$ cat src/rtl/tcw_pkg.sv
package tcw_pkg;

  // Field widths of the request and result channels
  localparam int OP_W      = 2;
  localparam int CODE_W    = 8;
  localparam int COL_W     = 7;
  localparam int ROW_W     = 5;
  localparam int OFF_W     = 11;
  localparam int WORD_W    = 16;
  localparam int COLOR_W   = 4;
  localparam int CFG_IDX_W = 1;

  // Request opcodes
  localparam logic [OP_W-1:0] OP_PUT    = 2'd0;
  localparam logic [OP_W-1:0] OP_CLEAR  = 2'd1;
  localparam logic [OP_W-1:0] OP_SETCUR = 2'd2;
  localparam logic [OP_W-1:0] OP_READ   = 2'd3;

  // Configuration register indexes
  localparam logic [CFG_IDX_W-1:0] CFG_FG = 1'b0;
  localparam logic [CFG_IDX_W-1:0] CFG_BG = 1'b1;

  // Character codes with special handling
  localparam logic [CODE_W-1:0] CH_BS    = 8'h08;
  localparam logic [CODE_W-1:0] CH_TAB   = 8'h09;
  localparam logic [CODE_W-1:0] CH_LF    = 8'h0A;
  localparam logic [CODE_W-1:0] CH_CR    = 8'h0D;
  localparam logic [CODE_W-1:0] CH_SPACE = 8'h20;

  localparam int TAB_STOP = 8;

  // Blank cell after reset: space, attribute zero
  localparam logic [WORD_W-1:0] RESET_WORD = 16'h0020;

  // Command kinds decided by the front end
  localparam int KIND_W = 4;
  localparam logic [KIND_W-1:0] K_PRINT  = 4'd0;
  localparam logic [KIND_W-1:0] K_BS     = 4'd1;
  localparam logic [KIND_W-1:0] K_TAB    = 4'd2;
  localparam logic [KIND_W-1:0] K_CR     = 4'd3;
  localparam logic [KIND_W-1:0] K_LF     = 4'd4;
  localparam logic [KIND_W-1:0] K_IGNORE = 4'd5;
  localparam logic [KIND_W-1:0] K_CLEAR  = 4'd6;
  localparam logic [KIND_W-1:0] K_SETCUR = 4'd7;
  localparam logic [KIND_W-1:0] K_READ   = 4'd8;

  // Classified command, position already clamped to the screen
  typedef struct packed {
    logic [KIND_W-1:0] kind;
    logic [CODE_W-1:0] code;
    logic [COL_W-1:0]  col;
    logic [ROW_W-1:0]  row;
  } cmd_t;

  // Cell word: background in 15:12, foreground in 11:8, code in 7:0
  function automatic logic [WORD_W-1:0] attr_word(input logic [COLOR_W-1:0] fg,
                                                  input logic [COLOR_W-1:0] bg,
                                                  input logic [CODE_W-1:0] code);
    return {bg, fg, code};
  endfunction

endpackage

$ cat src/rtl/tcw_ifs.sv
// Request channel
interface tcw_cmd_if import tcw_pkg::*; ();
  logic              valid;
  logic              ready;
  logic [OP_W-1:0]   op;
  logic [CODE_W-1:0] char_code;
  logic [COL_W-1:0]  cell_col;
  logic [ROW_W-1:0]  cell_row;

  modport source (output valid, output op, output char_code, output cell_col,
                  output cell_row, input ready);
  modport sink (input valid, input op, input char_code, input cell_col,
                input cell_row, output ready);
endinterface


$ cat src/rtl/tcw_front.sv
module tcw_front import tcw_pkg::*; #(
  parameter int COLUMNS = 80,
  parameter int ROWS    = 25
) (
  input  logic      clk,
  input  logic      rst,
  tcw_cmd_if.sink   cmd,
  input  logic      hold,
  output logic      q_valid,
  input  logic      q_ready,
  output cmd_t      q_cmd
);

  localparam int QD = 2;

  cmd_t             cls;
  cmd_t             q_mem [QD];
  logic             wr_ptr;
  logic             rd_ptr;
  logic [1:0]       cnt;
  logic             push;
  logic             pop;

  // Classify the request and clamp its position to the screen
  always_comb begin
    cls.code = cmd.char_code;
    cls.col  = (cmd.cell_col >= COLUMNS) ? COL_W'(COLUMNS - 1) : cmd.cell_col;
    cls.row  = (cmd.cell_row >= ROWS) ? ROW_W'(ROWS - 1) : cmd.cell_row;
    case (cmd.op)
      OP_PUT: begin
        case (cmd.char_code)
          CH_BS:   cls.kind = K_BS;
          CH_TAB:  cls.kind = K_TAB;
          CH_CR:   cls.kind = K_CR;
          CH_LF:   cls.kind = K_LF;
          default: cls.kind = (cmd.char_code < CH_SPACE) ? K_IGNORE : K_PRINT;
        endcase
      end
      OP_CLEAR:  cls.kind = K_CLEAR;
      OP_SETCUR: cls.kind = K_SETCUR;
      OP_READ:   cls.kind = K_READ;
      default:   cls.kind = K_IGNORE;
    endcase
  end

  // Two-entry queue towards the back end
  assign cmd.ready = !hold && (cnt != 2'(QD));
  assign push      = cmd.valid && cmd.ready;
  assign q_valid   = (cnt != 2'd0);
  assign pop       = q_valid && q_ready;
  assign q_cmd     = q_mem[rd_ptr];

  always_ff @(posedge clk) begin
    if (push) begin
      q_mem[wr_ptr] <= cls;
    end
  end

  always_ff @(posedge clk) begin
    if (rst) begin
      wr_ptr <= 1'b0;
      rd_ptr <= 1'b0;
      cnt    <= 2'd0;
    end else begin
      if (push) begin
        wr_ptr <= !wr_ptr;
      end
      if (pop) begin
        rd_ptr <= !rd_ptr;
      end
      case ({push, pop})
        2'b10:   cnt <= cnt + 2'd1;
        2'b01:   cnt <= cnt - 2'd1;
        default: cnt <= cnt;
      endcase
    end
  end

endmodule

$ cat src/flat_wrapper.sv
// flat-port wrapper written by rule: the top's interface ports become plain ports
module tcw_front_flat import tcw_pkg::*;
#(
  parameter int COLUMNS = 80,
  parameter int ROWS    = 25
)
  (clk, rst, hold, q_valid, q_ready, q_cmd, cmd_valid, cmd_op, cmd_char_code, cmd_cell_col, cmd_cell_row, cmd_ready);
  tcw_cmd_if cmd_i ();
  input  logic clk;
  input  logic rst;
  input  logic hold;
  output logic q_valid;
  input  logic q_ready;
  output cmd_t q_cmd;
  input wire logic [$bits(cmd_i.valid)-1:0] cmd_valid;
  input wire logic [$bits(cmd_i.op)-1:0] cmd_op;
  input wire logic [$bits(cmd_i.char_code)-1:0] cmd_char_code;
  input wire logic [$bits(cmd_i.cell_col)-1:0] cmd_cell_col;
  input wire logic [$bits(cmd_i.cell_row)-1:0] cmd_cell_row;
  output wire logic [$bits(cmd_i.ready)-1:0] cmd_ready;
  assign cmd_i.valid = cmd_valid;
  assign cmd_i.op = cmd_op;
  assign cmd_i.char_code = cmd_char_code;
  assign cmd_i.cell_col = cmd_cell_col;
  assign cmd_i.cell_row = cmd_cell_row;
  assign cmd_ready = cmd_i.ready;
  tcw_front #(.COLUMNS(COLUMNS), .ROWS(ROWS)) u_core (.clk(clk), .rst(rst), .cmd(cmd_i), .hold(hold), .q_valid(q_valid), .q_ready(q_ready), .q_cmd(q_cmd));
endmodule
$ cat config.mk
export PLATFORM = sky130hd
export DESIGN_NAME = tcw_front_flat
export DESIGN_NICKNAME = d
export VERILOG_FILES = /design/src/rtl/tcw_pkg.sv /design/src/rtl/tcw_ifs.sv /design/src/rtl/tcw_front.sv /design/src/flat_wrapper.sv
export SDC_FILE = /design/constraint.sdc
export NUM_CORES = 1
export LEC_CHECK = 0
export BUFFER_PORTS_ARGS = -buffer_cell sky130_fd_sc_hd__clkbuf_2
export CORE_MARGIN = 3
export CORE_UTILIZATION = 50
export DETAILED_ROUTE_END_ITERATION = 10
export GPL_ROUTABILITY_DRIVEN = 0
export PLACE_DENSITY = 0.75
export RECOVER_POWER = 50
export SETUP_SLACK_MARGIN = 0.5
export SLEW_MARGIN = 20
export SYNTH_ARGS = -nofsm -noshare
export SYNTH_HDL_FRONTEND = slang
export SYNTH_SLANG_ARGS = --single-unit
export TNS_END_PERCENT = 50
$ cat constraint.sdc
create_clock -name clk -period 4 [get_ports clk]
set_clock_uncertainty 0.05 [all_clocks]
set_input_delay 0.6 -clock clk [delete_from_list [all_inputs] [get_ports clk]]
set_output_delay 0.6 -clock clk [all_outputs]
set_load 0.005 [all_outputs]
==> impl_metrics.tcl <==
set metrics [dict create \
    status "complete, no violations" \
    cts-resized-gates 0 \
    drt_iter0_drc 46 \
    viasPerCell 5.10 \
    grt_overflow 0 \
    grt_first_pass_wirelength_um 5780 \
    crit_type "reg2out" \
    nets 216 \
    synth_area_leaders "edfxtp_1 67%, mux2_2 12%, dfxtp_1 4.6%" \
    clock_latency_ps 300 \
    crit_required_ps 3350 \
    synth_edf_count 48 \
    timing.final.crit_share_pct 62.6 \
    start_util_pct 52.9 \
    synth_area_leader_cell "edfxtp_1" \
    syn2layout_area_growth_pct 17.8 \
    syn_area_per_cell_um2 16.5 \
    drive_gt1_share_pct 38.7 \
    drv_cap 0 \
    maxSlewViolCount 0 \
    dieArea_um2 5150 \
    fin_util_pct 62.3 \
    synth.most_common_cell "edfxtp_1" \
    cts-buffers-inserted 5 \
    tns_ps 0 \
    fillerInstances 345 \
    finalSetupViolations 0 \
    synth_common_cells "48 x edfxtp_1, 24 x mux2_2" \
    worstMarginPinSlew_ps 1410 \
    routedWlPerCell_um 15.3 \
    startpoint_type "flop" \
    clk_pin_slew_ps 90 \
    coreArea_um2 4090 \
    p_leak_nw 0.938 \
    seq_area_frac_synth_pct 71.3 \
    p_per_area_nw_per_um2 519 \
    grt_start_max_net_pins 25 \
    io_pins 53 \
    synth_cell_types 27 \
    synth_area_um2 2160 \
    ys_ff_latch 53 \
    ys.flop_type "edfxtp_1" \
    route.detailed.drc 0 \
    grt_setup_unrepaired "no" \
    hold_depth 2 \
    synthCells 131 \
    synth_top_area_share_pct 66.7 \
    drtPass1Iterations 4 \
    period_minus_slack_ps 2500 \
    cts_buffer_depth 2 \
    rr_worst_depth 3 \
    cp.arrival_ps 1850 \
    antenna_found_initial 0 \
    slew_headroom_pct 5.71 \
    fmax_ghz 0.399 \
    postSynth.asyncResetShare_pct 0 \
    cts_tree "done" \
    drt-total-wl_um 3620 \
    end_kind "primary output" \
    ys_warn_count 0 \
    peakVddDrop_v 0.000277 \
    antenna_cells 0 \
    grt_pass1_vias 1232 \
    ant_nets 0 \
    h-tree-depth 2 \
    grt_use_total_pct 15.0 \
    min_path_type "reg2reg" \
    die_h_um 71.8 \
    synth_nets 162 \
    num_vias 1203 \
    rows 23 \
    die_w_um 71.8 \
    root_buffer "clkbuf_8" \
    postCtsHoldBufs 0 \
    final_hold_viol_count 0 \
    critical_path_peak_fanout 24 \
    post-cts-setup-buffer-count 0 \
    dp_hpwl_um 2550 \
    clock_sinks 53 \
    port_buffers 52 \
]
[metal layers]
layer	share of wire, %	vias up	GRT usage, %
met5	0	-	0
met4	1.1	0	4.38
met2	51	35	24.6
met3	7.2	5	6.17
met1	40	575	18.2
li1	-	588	-
[power breakdown]
group | internal, W | switching (W) | total, W | leakage, nW
logic | 0.000163 | 0.000112 | 0.000275 | 0.404
clock network | 0.000185 | 0.000157 | 0.000341 | 0.0528
registers | 0.000656 | 0.0000505 | 0.000706 | 0.482
[sequential cells by signal, indices dropped and copies added (netlist names), named ones only]
name	cells
u_core.wr_ptr	1
u_core.q_mem	48
u_core.cnt	2
u_core.rd_ptr	1
[cells by family after synthesis]
kind of cell | share of synthesized area [%]
flip-flops | 71.3
XOR/XNOR | 1.62
AND/OR/NAND/NOR | 6.83
buffers and inverters | 2.08
multiplexers | 12.5
AO/OA/AOI/OAI | 3.36
adder cells (fa/ha/maj) | 2.31
[final cells by class]
| type | instances | area (µm²) | share of cell area [%] |
|---|---|---|---|
| well taps | 50 | 62.6 | 2.46 |
| multi-input cells | 67 | 571 | 22.4 |
| inverters | 5 | 18.8 | 0.737 |
| clock inverters | 2 | 33.8 | 1.33 |
| clock buffers | 6 | 72.6 | 2.85 |
| repair buffers | 53 | 248 | 9.72 |
| flip-flops and latches | 53 | 1540 | 60.5 |
[worst paths after layout]
kind	startpoint	endpoint	slack (ps)
setup / recovery	flop	q_cmd[14]	1500
hold / removal	u_core.cnt[1]$_SDFFE_PP0P_	u_core.cnt[1]$_SDFFE_PP0P_	470
setup reg to reg	u_core.cnt[0]$_SDFFE_PP0P_	u_core.q_mem[0][17]$_DFFE_PP_	1690
hold reg to reg	u_core.cnt[1]$_SDFFE_PP0P_	u_core.cnt[1]$_SDFFE_PP0P_	470
[critical path: stages, from the launching register on]
cell and delay, ps:
dfxtp_1 1010, mux2_2 430, clkbuf_2 110
[cells in the final DEF, fill, tap and decap left out]
| cell | instances |
|---|---|
| clkbuf_2 | 39 |
| nor4b_1 | 1 |
| or3_1 | 2 |
| xnor2_1 | 3 |
| clkbuf_8 | 5 |
| and3_2 | 1 |
| edfxtp_1 | 48 |
| nand2b_1 | 5 |
| xor2_1 | 1 |
| nor2_1 | 5 |
| bufinv_16 | 1 |
| nor2b_1 | 4 |
| o21ai_0 | 3 |
| a32o_1 | 1 |
| inv_1 | 5 |
| or2_2 | 1 |
| o21ba_2 | 1 |
| mux2_2 | 24 |
| and2_0 | 3 |
| a22o_1 | 1 |
| clkinv_1 | 1 |
| nand2_1 | 2 |
| clkbuf_1 | 15 |
| nor4_1 | 1 |
| a21oi_1 | 1 |
| o31ai_1 | 1 |
| dfxtp_1 | 5 |
| o31a_1 | 1 |
| o21a_1 | 1 |
| ha_1 | 4 |
[per-stage QoR]
stage	setup WS, ps	hold WS (ps)	cell area [µm²]	instances	power (W)
global placement	1750	440	2470	228	0.000994
CTS	1430	445	2580	236	0.00134
global route	1340	471	2550	236	0.00139
floorplan	1430	419	2160	131	0.000886
detailed placement	1690	460	2470	228	0.00101
finish	1500	467	2550	236	0.00132
No activity file was read; power rests on OpenSTA's default activity.
